<file path="config.mk">
export PLATFORM = sky130hd
export DESIGN_NAME = script_token_lexer_top
export DESIGN_NICKNAME = d
export VERILOG_FILES = /design/src/hw/rtl/stl_pkg.sv /design/src/hw/rtl/stl_front.sv /design/src/hw/rtl/stl_queue.sv /design/src/hw/rtl/script_token_lexer_top.sv
export SDC_FILE = /design/constraint.sdc
export NUM_CORES = 2
export LEC_CHECK = 0
export BUFFER_PORTS_ARGS = -buffer_cell sky130_fd_sc_hd__buf_2
export CELL_PAD_IN_SITES_DETAIL_PLACEMENT = 0
export CELL_PAD_IN_SITES_GLOBAL_PLACEMENT = 1
export CORE_MARGIN = 2
export CORE_UTILIZATION = 49
export CTS_CLUSTER_DIAMETER = 100
export CTS_CLUSTER_SIZE = 14
export DETAILED_ROUTE_END_ITERATION = 6
export GPL_ROUTABILITY_DRIVEN = 0
export GPL_TIMING_DRIVEN = 0
export PLACE_DENSITY = 0.88
export SLEW_MARGIN = 20
export SYNTH_ARGS = -nofsm -noshare
export SYNTH_HDL_FRONTEND = slang
export SYNTH_SLANG_ARGS = --single-unit
</file>
<file path="constraint.sdc">
create_clock -name aclk -period 17.05 [get_ports aclk]
set_clock_uncertainty 0.05 [all_clocks]
set_input_delay 1.705 -clock aclk [delete_from_list [all_inputs] [get_ports aclk]]
set_output_delay 1.705 -clock aclk [all_outputs]
set_load 0.02 [all_outputs]
</file>
<file path="src/hw/rtl/stl_pkg.sv">
// Shared types, token codes and decode functions for the script token lexer.
`default_nettype none

package stl_pkg;

    localparam int MAX_NAME_CHARS_DEF = 16;
    localparam int MAX_DEC_DIGITS_DEF = 7;
    localparam int MAX_HEX_DIGITS_DEF = 4;

    localparam int QDEPTH = 4;
    localparam int QAW    = $clog2(QDEPTH);

    typedef logic [5:0] kind_t;

    localparam kind_t K_ERROR   = 6'd0;
    localparam kind_t K_END     = 6'd1;
    localparam kind_t K_NEWLINE = 6'd2;
    localparam kind_t K_SPACE   = 6'd3;
    localparam kind_t K_QUOTE   = 6'd4;
    localparam kind_t K_PLUS    = 6'd5;
    localparam kind_t K_MINUS   = 6'd6;
    localparam kind_t K_COMMENT = 6'd7;
    localparam kind_t K_MUL     = 6'd8;
    localparam kind_t K_DIV     = 6'd9;
    localparam kind_t K_MOD     = 6'd10;
    localparam kind_t K_LT      = 6'd11;
    localparam kind_t K_LE      = 6'd12;
    localparam kind_t K_SHL     = 6'd13;
    localparam kind_t K_GT      = 6'd14;
    localparam kind_t K_GE      = 6'd15;
    localparam kind_t K_SHR     = 6'd16;
    localparam kind_t K_ASSIGN  = 6'd17;
    localparam kind_t K_EQ      = 6'd18;
    localparam kind_t K_BNOT    = 6'd19;
    localparam kind_t K_NE      = 6'd20;
    localparam kind_t K_AND     = 6'd21;
    localparam kind_t K_BAND    = 6'd22;
    localparam kind_t K_OR      = 6'd23;
    localparam kind_t K_BOR     = 6'd24;
    localparam kind_t K_XOR     = 6'd25;
    localparam kind_t K_COMMA   = 6'd26;
    localparam kind_t K_LPAR    = 6'd27;
    localparam kind_t K_RPAR    = 6'd28;
    localparam kind_t K_LBRACE  = 6'd29;
    localparam kind_t K_RBRACE  = 6'd30;
    localparam kind_t K_LBRACK  = 6'd31;
    localparam kind_t K_RBRACK  = 6'd32;
    localparam kind_t K_NUMBER  = 6'd33;
    localparam kind_t K_NAME    = 6'd34;
    localparam kind_t K_CHAR    = 6'd35;
    localparam kind_t K_KW_BASE = 6'd36;

    typedef enum logic [1:0] {
        MODE_NORMAL,
        MODE_STRING,
        MODE_COMMENT
    } mode_t;

    typedef enum logic [2:0] {
        PK_NONE,
        PK_NUM,
        PK_NAME,
        PK_OP,
        PK_ESC,
        PK_HEX
    } pend_t;

    typedef struct packed {
        kind_t        kind;
        logic [7:0]   ch;
        logic [15:0]  num;
        logic [4:0]   len;
        logic [63:0]  lo;
        logic [63:0]  hi;
        logic [15:0]  line;
        logic [1:0]   err;
        logic         last;
    } res_t;

    typedef struct packed {
        logic [1:0] cnt;
        res_t       d0;
        res_t       d1;
    } push_t;

    localparam logic [63:0] KW_WORD [15] = '{
        64'h00006e6f69746361, 64'h0000006b61657262, 64'h65756e69746e6f63,
        64'h0000006b636f6c62, 64'h0000000065736c65, 64'h0000666965736c65,
        64'h0000000000646e65, 64'h00000065736c6166, 64'h0000000000726f66,
        64'h6e6f6974636e7566, 64'h0000000000006669, 64'h00006e7275746572,
        64'h0000000065757274, 64'h0000000000726176, 64'h000000656c696877
    };
    localparam logic [4:0] KW_LEN [15] = '{
        5'd6, 5'd5, 5'd8, 5'd5, 5'd4, 5'd6, 5'd3, 5'd5, 5'd3, 5'd8, 5'd2, 5'd6,
        5'd4, 5'd3, 5'd5
    };

    function automatic kind_t kw_kind(input logic [63:0] lo, input logic [4:0] len);
        kind_t k;
        k = K_NAME;
        for (int i = 14; i >= 0; i--) begin
            if (len == KW_LEN[i] && lo == KW_WORD[i]) begin
                k = K_KW_BASE + kind_t'(i);
            end
        end
        return k;
    endfunction

    function automatic logic is_digit(input logic [7:0] c);
        return c >= "0" && c <= "9";
    endfunction

    function automatic logic is_alpha(input logic [7:0] c);
        return (c >= "A" && c <= "Z") || (c >= "a" && c <= "z") || c == "_";
    endfunction

    function automatic logic [4:0] hex_val(input logic [7:0] c);
        logic [7:0] t;
        t = 8'd0;
        if (c >= "0" && c <= "9") begin
            t = c - "0";
            return {1'b1, t[3:0]};
        end else if (c >= "a" && c <= "f") begin
            t = c - "a" + 8'd10;
            return {1'b1, t[3:0]};
        end else if (c >= "A" && c <= "F") begin
            t = c - "A" + 8'd10;
            return {1'b1, t[3:0]};
        end
        return 5'd0;
    endfunction

    function automatic kind_t op_single(input logic [7:0] f);
        case (f)
            "-": return K_MINUS;
            "<": return K_LT;
            ">": return K_GT;
            "=": return K_ASSIGN;
            "!": return K_BNOT;
            "&": return K_BAND;
            default: return K_BOR;
        endcase
    endfunction

    // K_ERROR means the two bytes do not form an operator
    function automatic kind_t op_pair(input logic [7:0] f, input logic [7:0] b);
        if (f == "-" && b == "-") return K_COMMENT;
        if (f == "<" && b == "=") return K_LE;
        if (f == "<" && b == "<") return K_SHL;
        if (f == ">" && b == "=") return K_GE;
        if (f == ">" && b == ">") return K_SHR;
        if (f == "=" && b == "=") return K_EQ;
        if (f == "!" && b == "=") return K_NE;
        if (f == "&" && b == "&") return K_AND;
        if (f == "|" && b == "|") return K_OR;
        return K_ERROR;
    endfunction

    function automatic logic [7:0] esc_map(input logic [7:0] b);
        case (b)
            "a": return 8'd7;
            "b": return 8'd8;
            "f": return 8'd12;
            "n": return 8'd10;
            "r": return 8'd13;
            "t": return 8'd9;
            "v": return 8'd11;
            "\\": return "\\";
            "'": return "'";
            "\"": return "\"";
            "?": return "?";
            8'd13, 8'd10: return " ";
            default: return "\\";
        endcase
    endfunction

endpackage

`default_nettype wire

</file>
<file path="src/hw/rtl/stl_front.sv">
// Front end: lexer state and byte classification, up to two results per item.
`default_nettype none

module stl_front import stl_pkg::*; #(
    parameter int MAX_NAME_CHARS = MAX_NAME_CHARS_DEF,
    parameter int MAX_DEC_DIGITS = MAX_DEC_DIGITS_DEF,
    parameter int MAX_HEX_DIGITS = MAX_HEX_DIGITS_DEF
) (
    input  wire logic        aclk,
    input  wire logic        aresetn,
    input  wire logic        in_fire,
    input  wire logic [7:0]  in_byte,
    input  wire logic        in_eoi,
    output push_t            push
);

    mode_t        mode_reg, mode_next;
    pend_t        pk_reg, pk_next;
    logic [7:0]   fb_reg, fb_next;
    logic [15:0]  acc_reg, acc_next;
    logic [2:0]   dc_reg, dc_next;
    logic [127:0] buf_reg, buf_next;
    logic [4:0]   ncnt_reg, ncnt_next;
    logic [15:0]  line_reg, line_next;
    logic [1:0]   err_reg, err_next;

    res_t         ra, rb;
    logic         va, vb, do_flush, do_fresh, clr_all, is_end;
    logic [15:0]  acc_upd;
    logic [3:0]   dc_upd;
    logic [127:0] buf_upd;
    logic [4:0]   ncnt_upd;
    logic [4:0]   hv;
    kind_t        pair;
    logic [15:0]  line_inc;

    assign line_inc = (line_reg != 16'hFFFF) ? line_reg + 16'd1 : line_reg;

    always_comb begin
        mode_next = mode_reg;
        pk_next   = pk_reg;
        fb_next   = fb_reg;
        acc_next  = acc_reg;
        dc_next   = dc_reg;
        buf_next  = buf_reg;
        ncnt_next = ncnt_reg;
        line_next = line_reg;
        err_next  = err_reg;
        ra = '0;
        rb = '0;
        ra.err = err_reg;
        va = 1'b0;
        vb = 1'b0;
        do_flush = 1'b0;
        do_fresh = 1'b0;
        clr_all  = 1'b0;
        is_end   = in_eoi || in_byte == 8'd0;
        acc_upd  = '0;
        dc_upd   = '0;
        buf_upd  = buf_reg;
        ncnt_upd = ncnt_reg;
        hv       = hex_val(in_byte);
        pair     = op_pair(fb_reg, in_byte);

        if (is_end) begin
            if (mode_reg == MODE_STRING) begin
                if (pk_reg == PK_ESC) begin
                    va = 1'b1;
                    ra.kind = K_ERROR;
                    ra.err = 2'd2;
                end else if (pk_reg == PK_HEX) begin
                    va = 1'b1;
                    ra.kind = K_NUMBER;
                    ra.num = acc_reg;
                end
                err_next = 2'd1;
            end else if (mode_reg != MODE_COMMENT) begin
                do_flush = 1'b1;
            end
            vb = 1'b1;
            rb.kind = K_END;
            clr_all = 1'b1;
        end else begin
            case (mode_reg)
                MODE_STRING: begin
                    if (pk_reg == PK_ESC) begin
                        pk_next = PK_NONE;
                        vb = 1'b1;
                        rb.kind = K_CHAR;
                        rb.ch = esc_map(in_byte);
                    end else if (pk_reg == PK_HEX && hv[4]) begin
                        acc_upd = {acc_reg[11:0], hv[3:0]};
                        dc_upd  = {1'b0, dc_reg} + 4'd1;
                        acc_next = acc_upd;
                        dc_next  = dc_upd[2:0];
                        if (dc_upd >= 4'(MAX_HEX_DIGITS)) begin
                            vb = 1'b1;
                            rb.kind = K_NUMBER;
                            rb.num = acc_upd;
                            acc_next = '0;
                            dc_next = '0;
                            pk_next = PK_NONE;
                        end
                    end else begin
                        if (pk_reg == PK_HEX) begin
                            va = 1'b1;
                            ra.kind = K_NUMBER;
                            ra.num = acc_reg;
                            acc_next = '0;
                            dc_next = '0;
                        end
                        pk_next = PK_NONE;
                        case (in_byte)
                            "\"": begin
                                mode_next = MODE_NORMAL;
                                vb = 1'b1;
                                rb.kind = K_QUOTE;
                            end
                            8'd10: line_next = line_inc;
                            "\\": pk_next = PK_ESC;
                            "#": begin
                                pk_next = PK_HEX;
                                acc_next = '0;
                                dc_next = '0;
                            end
                            default: begin
                                vb = 1'b1;
                                rb.kind = K_CHAR;
                                rb.ch = in_byte;
                            end
                        endcase
                    end
                end
                MODE_COMMENT: begin
                    vb = 1'b1;
                    if (in_byte == 8'd10 || in_byte == 8'd13) begin
                        line_next = line_inc;
                        mode_next = MODE_NORMAL;
                        rb.kind = K_NEWLINE;
                    end else begin
                        rb.kind = K_CHAR;
                        rb.ch = in_byte;
                    end
                end
                default: begin
                    if (pk_reg == PK_OP && pair != K_ERROR) begin
                        pk_next = PK_NONE;
                        fb_next = '0;
                        if (pair == K_COMMENT) begin
                            mode_next = MODE_COMMENT;
                        end
                        vb = 1'b1;
                        rb.kind = pair;
                    end else if (pk_reg == PK_NUM && is_digit(in_byte)) begin
                        acc_upd = {acc_reg[12:0], 3'b000} + {acc_reg[14:0], 1'b0}
                                + {8'd0, in_byte - "0"};
                        dc_upd  = {1'b0, dc_reg} + 4'd1;
                        acc_next = acc_upd;
                        dc_next  = dc_upd[2:0];
                        if (dc_upd >= 4'(MAX_DEC_DIGITS)) begin
                            vb = 1'b1;
                            rb.kind = K_NUMBER;
                            rb.num = acc_upd;
                            acc_next = '0;
                            dc_next = '0;
                            pk_next = PK_NONE;
                        end
                    end else if (pk_reg == PK_NAME
                                 && (is_alpha(in_byte) || is_digit(in_byte))) begin
                        buf_upd[ncnt_reg[3:0]*8 +: 8] = in_byte;
                        ncnt_upd = ncnt_reg + 5'd1;
                        buf_next  = buf_upd;
                        ncnt_next = ncnt_upd;
                        if (ncnt_upd >= 5'(MAX_NAME_CHARS)) begin
                            vb = 1'b1;
                            rb.kind = kw_kind(buf_upd[63:0], ncnt_upd);
                            rb.len = ncnt_upd;
                            rb.lo = buf_upd[63:0];
                            rb.hi = buf_upd[127:64];
                            buf_next = '0;
                            ncnt_next = '0;
                            pk_next = PK_NONE;
                        end
                    end else begin
                        do_flush = 1'b1;
                        do_fresh = 1'b1;
                    end
                end
            endcase
        end

        if (do_flush) begin
            case (pk_reg)
                PK_OP: begin
                    va = 1'b1;
                    ra.kind = op_single(fb_reg);
                end
                PK_NUM: begin
                    va = 1'b1;
                    ra.kind = K_NUMBER;
                    ra.num = acc_reg;
                end
                PK_NAME: begin
                    va = 1'b1;
                    ra.kind = kw_kind(buf_reg[63:0], ncnt_reg);
                    ra.len = ncnt_reg;
                    ra.lo = buf_reg[63:0];
                    ra.hi = buf_reg[127:64];
                end
                default: ;
            endcase
            pk_next = PK_NONE;
            fb_next = '0;
            acc_next = '0;
            dc_next = '0;
            buf_next = '0;
            ncnt_next = '0;
        end

        if (do_fresh) begin
            vb = 1'b1;
            case (in_byte)
                8'd10, 8'd13: begin
                    line_next = line_inc;
                    rb.kind = K_NEWLINE;
                end
                " ", 8'd12, 8'd9, 8'd11, ";": rb.kind = K_SPACE;
                "\"": begin
                    mode_next = MODE_STRING;
                    rb.kind = K_QUOTE;
                end
                "+": rb.kind = K_PLUS;
                "*": rb.kind = K_MUL;
                "/": rb.kind = K_DIV;
                "%": rb.kind = K_MOD;
                "^": rb.kind = K_XOR;
                ",": rb.kind = K_COMMA;
                "(": rb.kind = K_LPAR;
                ")": rb.kind = K_RPAR;
                "{": rb.kind = K_LBRACE;
                "}": rb.kind = K_RBRACE;
                "[": rb.kind = K_LBRACK;
                "]": rb.kind = K_RBRACK;
                "-", "<", ">", "=", "!", "&", "|": begin
                    vb = 1'b0;
                    pk_next = PK_OP;
                    fb_next = in_byte;
                end
                default: begin
                    if (is_digit(in_byte)) begin
                        if (MAX_DEC_DIGITS <= 1) begin
                            rb.kind = K_NUMBER;
                            rb.num = {8'd0, in_byte - "0"};
                        end else begin
                            vb = 1'b0;
                            pk_next = PK_NUM;
                            acc_next = {8'd0, in_byte - "0"};
                            dc_next = 3'd1;
                        end
                    end else if (is_alpha(in_byte)) begin
                        vb = 1'b0;
                        pk_next = PK_NAME;
                        buf_next = {120'd0, in_byte};
                        ncnt_next = 5'd1;
                    end else begin
                        err_next = 2'd3;
                        rb.kind = K_ERROR;
                    end
                end
            endcase
        end

        if (clr_all) begin
            mode_next = MODE_NORMAL;
            pk_next = PK_NONE;
            fb_next = '0;
            acc_next = '0;
            dc_next = '0;
            buf_next = '0;
            ncnt_next = '0;
        end

        ra.line = line_reg;
        rb.line = line_next;
        rb.err  = err_next;
        ra.last = !vb;
        rb.last = 1'b1;

        push.cnt = in_fire ? {1'b0, va} + {1'b0, vb} : 2'd0;
        push.d0  = va ? ra : rb;
        push.d1  = rb;
    end

    always_ff @(posedge aclk) begin
        if (!aresetn) begin
            mode_reg <= MODE_NORMAL;
            pk_reg   <= PK_NONE;
            fb_reg   <= '0;
            acc_reg  <= '0;
            dc_reg   <= '0;
            buf_reg  <= '0;
            ncnt_reg <= '0;
            line_reg <= 16'd1;
            err_reg  <= '0;
        end else if (in_fire) begin
            mode_reg <= mode_next;
            pk_reg   <= pk_next;
            fb_reg   <= fb_next;
            acc_reg  <= acc_next;
            dc_reg   <= dc_next;
            buf_reg  <= buf_next;
            ncnt_reg <= ncnt_next;
            line_reg <= line_next;
            err_reg  <= err_next;
        end
    end

endmodule

`default_nettype wire

</file>
<file path="src/hw/rtl/stl_queue.sv">
// Back end: result queue taking up to two items per cycle while it has room and presenting one.
`default_nettype none

module stl_queue import stl_pkg::*; (
    input  wire logic        aclk,
    input  wire logic        aresetn,
    input  wire push_t       push,
    output logic             space_ok,
    output logic             out_valid,
    input  wire logic        out_ready,
    output res_t             out_data,
    output logic [QAW:0]     count
);

    res_t             mem [QDEPTH];
    logic [QAW-1:0]   wr_reg, rd_reg;
    logic [QAW:0]     cnt_reg;
    logic             pop;

    assign pop       = out_valid && out_ready;
    assign out_valid = cnt_reg != '0;
    assign space_ok  = cnt_reg <= (QAW+1)'(QDEPTH - 2);
    assign count     = cnt_reg;

    always_ff @(posedge aclk) begin
        if (push.cnt != 2'd0) begin
            mem[wr_reg] <= push.d0;
        end
        if (push.cnt == 2'd2) begin
            mem[wr_reg + QAW'(1)] <= push.d1;
        end
    end

    always_comb out_data = mem[rd_reg];

    always_ff @(posedge aclk) begin
        if (!aresetn) begin
            wr_reg  <= '0;
            rd_reg  <= '0;
            cnt_reg <= '0;
        end else begin
            wr_reg  <= wr_reg + QAW'(push.cnt);
            rd_reg  <= rd_reg + QAW'(pop);
            cnt_reg <= cnt_reg + (QAW+1)'(push.cnt) - (QAW+1)'(pop);
        end
    end

endmodule

`default_nettype wire

</file>
<file path="src/hw/rtl/script_token_lexer_top.sv">
// Top level of the script token lexer: front end, result queue and ports.
`default_nettype none

// Takes one source byte per item and returns tokens in order, each marked
// last on the final token of its item. An item is accepted in the cycle it
// arrives whenever the four-entry result queue holds two or fewer tokens, so
// bytes stream at one per cycle while the queue has room; an item that
// makes two tokens presents them one at a time, and the queue absorbs the
// extra one until it fills. Tokens enter the queue as their byte is accepted.
// Line count and error code are sticky across end marks until reset.
module script_token_lexer_top import stl_pkg::*; #(
    parameter int MAX_NAME_CHARS = MAX_NAME_CHARS_DEF,
    parameter int MAX_DEC_DIGITS = MAX_DEC_DIGITS_DEF,
    parameter int MAX_HEX_DIGITS = MAX_HEX_DIGITS_DEF
) (
    input  wire logic        aclk,
    input  wire logic        aresetn,
    input  wire logic        s_valid,
    output logic             s_ready,
    input  wire logic [7:0]  s_src_byte,
    input  wire logic        s_end_of_input,
    output logic             m_valid,
    input  wire logic        m_ready,
    output logic [5:0]       m_token_kind,
    output logic [7:0]       m_char_value,
    output logic [15:0]      m_number_value,
    output logic [4:0]       m_name_length,
    output logic [63:0]      m_name_bytes_low,
    output logic [63:0]      m_name_bytes_high,
    output logic [15:0]      m_line_number,
    output logic [1:0]       m_error_code,
    output logic             m_last
);

    push_t          push;
    res_t           q_out;
    logic           space_ok;
    logic [QAW:0]   q_count;

    assign s_ready = space_ok;

    stl_front #(
        .MAX_NAME_CHARS (MAX_NAME_CHARS),
        .MAX_DEC_DIGITS (MAX_DEC_DIGITS),
        .MAX_HEX_DIGITS (MAX_HEX_DIGITS)
    ) u_front (
        .aclk    (aclk),
        .aresetn (aresetn),
        .in_fire (s_valid && s_ready),
        .in_byte (s_src_byte),
        .in_eoi  (s_end_of_input),
        .push    (push)
    );

    stl_queue u_queue (
        .aclk      (aclk),
        .aresetn   (aresetn),
        .push      (push),
        .space_ok  (space_ok),
        .out_valid (m_valid),
        .out_ready (m_ready),
        .out_data  (q_out),
        .count     (q_count)
    );

    assign m_token_kind      = q_out.kind;
    assign m_char_value      = q_out.ch;
    assign m_number_value    = q_out.num;
    assign m_name_length     = q_out.len;
    assign m_name_bytes_low  = q_out.lo;
    assign m_name_bytes_high = q_out.hi;
    assign m_line_number     = q_out.line;
    assign m_error_code      = q_out.err;
    assign m_last            = q_out.last;

    a_count_bound: assert property (@(posedge aclk) disable iff (!aresetn)
        q_count <= (QAW+1)'(QDEPTH))
        else $error("result queue overflow");

    a_end_last: assert property (@(posedge aclk) disable iff (!aresetn)
        m_valid && m_token_kind == K_END |-> m_last)
        else $error("end token not last of its item");

    a_line_nonzero: assert property (@(posedge aclk) disable iff (!aresetn)
        m_valid |-> m_line_number != 16'd0)
        else $error("line number zero");

    a_push_room: assert property (@(posedge aclk) disable iff (!aresetn)
        push.cnt != 2'd0 |-> space_ok)
        else $error("push without room");

endmodule

`default_nettype wire
</file>
After elaboration in Yosys (flattened, before gate mapping)
Memories as Yosys holds them, arrays and structs flattened. A register that Yosys moved wholly into a read port is not among the register bits.
Index checks and enable logic that the tools add are counted.
{ "op_classes": {"n_lt_le_gt_ge": 12, "div": 0, "muxes": 308, "n_eq_ne": 99, "bitwise": 0, "n_addsub": 17, "shifts": 2, "multipliers": 0, "n_reduce_logical": 69} }
{ "op_table": {"columns": ["cell", "count"], "rows": [
  ["$mux 128", 12],
  ["$mux 133", 5],
  ["$mux 16", 35],
  ["$eq 64x39->1 const B", 8],
  ["$eq 64x23->1 const B", 6],
  ["$eq 64x47->1 const B", 6],
  ["$mux 149", 2],
  ["$mux 6", 46],
  ["$eq 64x31->1 const B", 4],
  ["$eq 64x63->1 const B", 4],
  ["$mux 5", 45],
  ["$eq 8x6->1 const B", 25],
  ["$mux 182", 1],
  ["$mux 157", 1],
  ["$bwmux 128", 1],
  ["$eq 64x15->1 const B", 2],
  ["$eq 8x7->1 const B", 16],
  ["$shift 8x34->128 const A", 1],
  ["$shiftx 8x34->128", 1],
  ["$pmux 16 s2", 3],
  ["$pmux 6 s16", 1],
  ["$mux 3", 28],
  ["$mux 1", 83],
  ["$mux 8", 10],
  ["other kinds (58)", 161]
]} }
{ "word_totals": {"ram_bits": 728, "out_inout_bits": 184, "in_bits": 13, "latch_bits": 0, "romBits": 0, "mem_count": 1, "regBits": 190} }
{ "memory_table": {"columns": ["memory", "depth", "word_bits", "read_ports", "rd_ports_with_merged_regs", "write_ports", "line", "source"], "rows": [
  ["u_queue.mem", 4, 182, 1, 1, 2, "stl_queue.sv:15", "res_t mem [QDEPTH];"]
]} }

Depth between registers and ports, before layout
{ "depth": {"word_depth": 59, "ltp_mapped": 23} }

Modules after synthesis
Synthesis repeated with hierarchy kept, for this count alone.
{ "hier_totals": {"hier_cells": 4099, "hier_area_um2": 52116.2} }
{ "by_module_without_submodules": {"columns": ["mod", "n_inst", "cells_per_inst", "seq_area_each_um2", "area_each_um2"], "rows": [
  ["stl_queue", 1, 1805, 22001.1, 35657.9],
  ["stl_front", 1, 2293, 3663.5, 16452.0],
  ["script_token_lexer_top", 1, 1, 0.0, 6.3]
]} }

Worst setup path after synthesis
OpenSTA, ideal clock, no wires.
{ "synth_path": {"kind": "input-to-reg", "startpoint": "input s_src_byte[4]", "endpoint": "memory u_queue.mem[3][100] (netlist name), enable pin", "arrival_ns": 9.256, "setup_slack_ns": 7.211, "setup_ns": 0.533, "n_path_buf": 5, "stages": 19, "path_cell_list": "clkbuf_1 > inv_1 > ha_1 > clkbuf_1 > and2_0 > nand4_1 > o21ai_0 > a32oi_2 > a311oi_2 > nor3_1 > nor2_1 > inv_2 > buf_2 > ha_1 > clkbuf_1 > nor3_1 > clkbuf_1 > nor2_1 > inv_1"} }
{ "synth_lines": {"columns": ["element", "line", "source"], "rows": [
  ["from (decl)", "script_token_lexer_top.sv:20", "input wire logic [7:0] s_src_byte,"],
  ["to (decl)", "stl_queue.sv:15", null]
]} }

==> flow_summary.toml <==
[outcome]
status = "complete, but fails checks"
violations = "design-rule violations"

[detailed_routing]
wl_per_cell_um = 28.2
drtAntennaViolNets = 0
via_per_inst = 6.73
routed_wl_mm = 182
drt_iter0_markers = 6914
drc_errors = 2
num_vias = 43322
firstDrtPassIters = 7

[timing]
rsz0062_at_grt = "no"
fin_crit_sh = 0.582
final_hold_viol_count = 0
setup_viol = 0
slew_headroom = 0.129
period_needed_ns = 9.93
fmax_mhz = 101
slew_viol_final = 0
holdWs_ns = 0.437
worstMarginPinSlew_ns = 1.31

[die]
fp.dieH_um = 321
die_area_um2 = 103000
num_rows = 116
start_util = 0.493
die_x_um = 321
core_um2 = 99900
io_pins = 197

[synth]
async_reset_ff_frac = 0
synth_top_cell_by_area = "edfxtp_1"
ys_types = 98
synth_ff_type = "edfxtp_1"
yosysWarnings = 0
ys_top_cells_by_count = "901 x a21oi_1, 901 x nor2_1, 724 x edfxtp_1"
synth_top_cell_area_share = 0.442
syn_area_um2 = 49200
synth_edf_count = 724
syn_inst = 4790
synth.avg_cell_area_um2 = 10.3
ys_seq_area_frac = 0.521
ys_ff_latch = 918
synthesis.nets = 4861
synth_area_leaders = "edfxtp_1 44%, a21oi_1 9.2%, mux4_2 8.3%"

[worst_hold_path]
worstHoldPathType = "reg2reg"
min_delay_path_depth = 2

[clock_network]
post_cts_buffers = 0
cts_tree = "done"
worstSkewPairLatency_ns = 0.70
cts-root-buf = "clkbuf_16"
h-tree-depth = 3
clkTransAtPathRegs_ns = 0.08
ctsLongestPathBuffers = 3
cts.sinks = 918
numCtsBuffers = 76
hold_buffers = 0
cts_resized = 0

[power_and_ir_drop]
netSwitchingFraction = 0.339
p_comb_frac = 0.295
ir_drop_v = 0.0000732
clockPowerShare = 0.280
seqPwrFrac = 0.425
p_leak_nw = 16.3
internal_power_mw = 4.13
powerDensity_nw_per_um2 = 115
p_switching_mw = 2.12

[worst_setup_path]
start_kind = "input pin"
reg2reg_from = "u_front.fb_reg[4]"
cpPeakStageDelay_ns = 0.90
critPathBufInv = 10
crit_type = "in2reg"
cp_data_required_time_ns = 17.31
critPathArrivalTime_ns = 10.19
crit_path_end = "u_queue.mem[1][28]"
r2r_cells = 18
slowest_stage = "o31ai_1"
reg2reg_slack_ns = 9.46
critPathCaptureType = "flip-flop"
reg2reg_to = "u_queue.mem[1][28]"
crit_chain = "buf_2 -> clkbuf_1 -> inv_1 -> ha_1 -> clkbuf_1 -> and2_0 -> nand4_1 -> o21ai_0 -> a32oi_2 -> a31oi_1 -> buf_2 -> o31ai_1 -> a21oi_1 -> a31oi_1 -> ha_1 -> clkbuf_1 -> nor4_1 -> clkbuf_2 -> clkbuf_1 -> nor2_1 -> inv_8 -> buf_16"
cp-startpoint = "s_src_byte[4]"
cp_num_cells = 22
crit_top_cell = "clkbuf_1"
cp_max_fo = 84
critPathTopFamily = "buffers and inverters"

[finish]
final_util = 0.546
drive_gt1_frac = 0.119
seqCellArea_um2 = 25600
design_area_um2 = 54500
fin_nets = 5146
stdcell_count = 6441
area_delta_synth_final_pct = 10.7
multi_input_area_um2 = 21900
fillers = 8700
largest_register_ffs = 728

[global_routing]
grt_usage = 0.343
grt_pass1_wl_mm = 263
grt_max_degree = 89
grt_overflow = 0
antenna_found_initial = 14
grt_pass1_vias = 40927

[job]
maxCapViolCount = 0

[placed_design]
io_buffers = 195
dp_hpwl_mm = 126
dp_cells = 6295
placed_area_um2 = 52200
[tightest hold or removal path, delay by kind of cell, from the launching register on]
family | cells | cell delay [ns]
simple gates | 1 | 0.05
compound gates | 1 | 0.07
flops | 1 | 0.33
[final cells by class]
| type | count | share of cell area |
|---|---|---|
| plain buffers | 371 | 0.0278 |
| multi-input cells | 3436 | 0.402 |
| repair buffers | 207 | 0.0226 |
| flip-flops and latches | 918 | 0.470 |
| clock inverters | 9 | 0.00315 |
| inverters | 65 | 0.00503 |
| clock buffers | 133 | 0.0394 |
| diodes | 4 | 0.000184 |
| well taps | 1298 | 0.0298 |
[layout by cell type, fill, tap and decap left out, types with 10 or more instances in the layout]
cell and count:
ha_1 51, nand3_1 93, a31oi_1 23, o31ai_1 19, nor3_1 48, o21ai_0 130, o21ai_1 12, nor2b_1 17
o21a_1 17, a211oi_1 25, clkbuf_16 77, and2_1 67, a21o_1 16, buf_2 242, o2bb2ai_1 110, buf_1 41
a21oi_1 901, mux4_2 182, or3_1 24, clkbuf_1 316, nand2b_1 13, or2_2 10, nand2_1 255, a221oi_1 16
xnor2_1 21, and3_1 24, nand4_1 36, a22oi_1 19, buf_4 12, dfxtp_1 194, edfxtp_1 724, clkbuf_2 11
a22o_1 79, nor4_1 26, o22ai_1 52, inv_1 59, nor2_1 901, o211ai_1 14
[how the worst min path moves through the flow]
stage / startpoint / end / slack [ns]
after global routing: u_front.buf_reg[106] / u_front.buf_reg[106] / 0.45
after detailed placement: u_queue.mem[0][0] / u_queue.mem[0][0] / 0.41
after floorplan: u_front.err_reg[0] / u_front.err_reg[0] / 0.39
final: u_queue.mem[0][0] / u_queue.mem[0][0] / 0.44
after global placement: u_queue.mem[0][0] / u_queue.mem[0][0] / 0.40
after CTS: u_queue.mem[0][0] / u_queue.mem[0][0] / 0.43
[power by group through the flow]
stage	sequential, mW	combinational (mW)	clock [mW]
finish	2.66	1.84	1.75
CTS	2.66	1.83	1.75
global route	2.67	1.92	1.84
floorplan	2.72	1.17	0
detailed placement	2.71	1.82	0
global placement	2.77	1.79	0
[kinds of logic after synthesis]
logic type,count (synthesis),share of synthesized area
muxes,188,0.0846
xor gates and xnor gates,27,0.00481
adders and majority gates,58,0.0158
and+or+nand+nor,1613,0.148
DFF,918,0.521
AOI/OAI and AO/OA,1550,0.191
buffers and inverters,436,0.0354
[per-stage QoR]
stage / total power [mW] / setup TNS, ns / worst slack (ns)
finish: 6.26 / 0 / 7.12
CTS: 6.24 / 0 / 7.68
floorplan: 3.89 / 0 / 7.21
global route: 6.43 / 0 / 7.08
global placement: 4.56 / -45.66 / -0.287
detailed placement: 4.53 / 0 / 6.99
[metal layers]
metal | share of wire | GRT usage | up-vias
met5 | 0.0012 | 0.00615 | -
met4 | 0.062 | 0.187 | 24
met3 | 0.14 | 0.125 | 692
met2 | 0.43 | 0.502 | 3131
met1 | 0.37 | 0.442 | 20844
li1 | - | - | 18631
(Power assumes the default switching activity.)
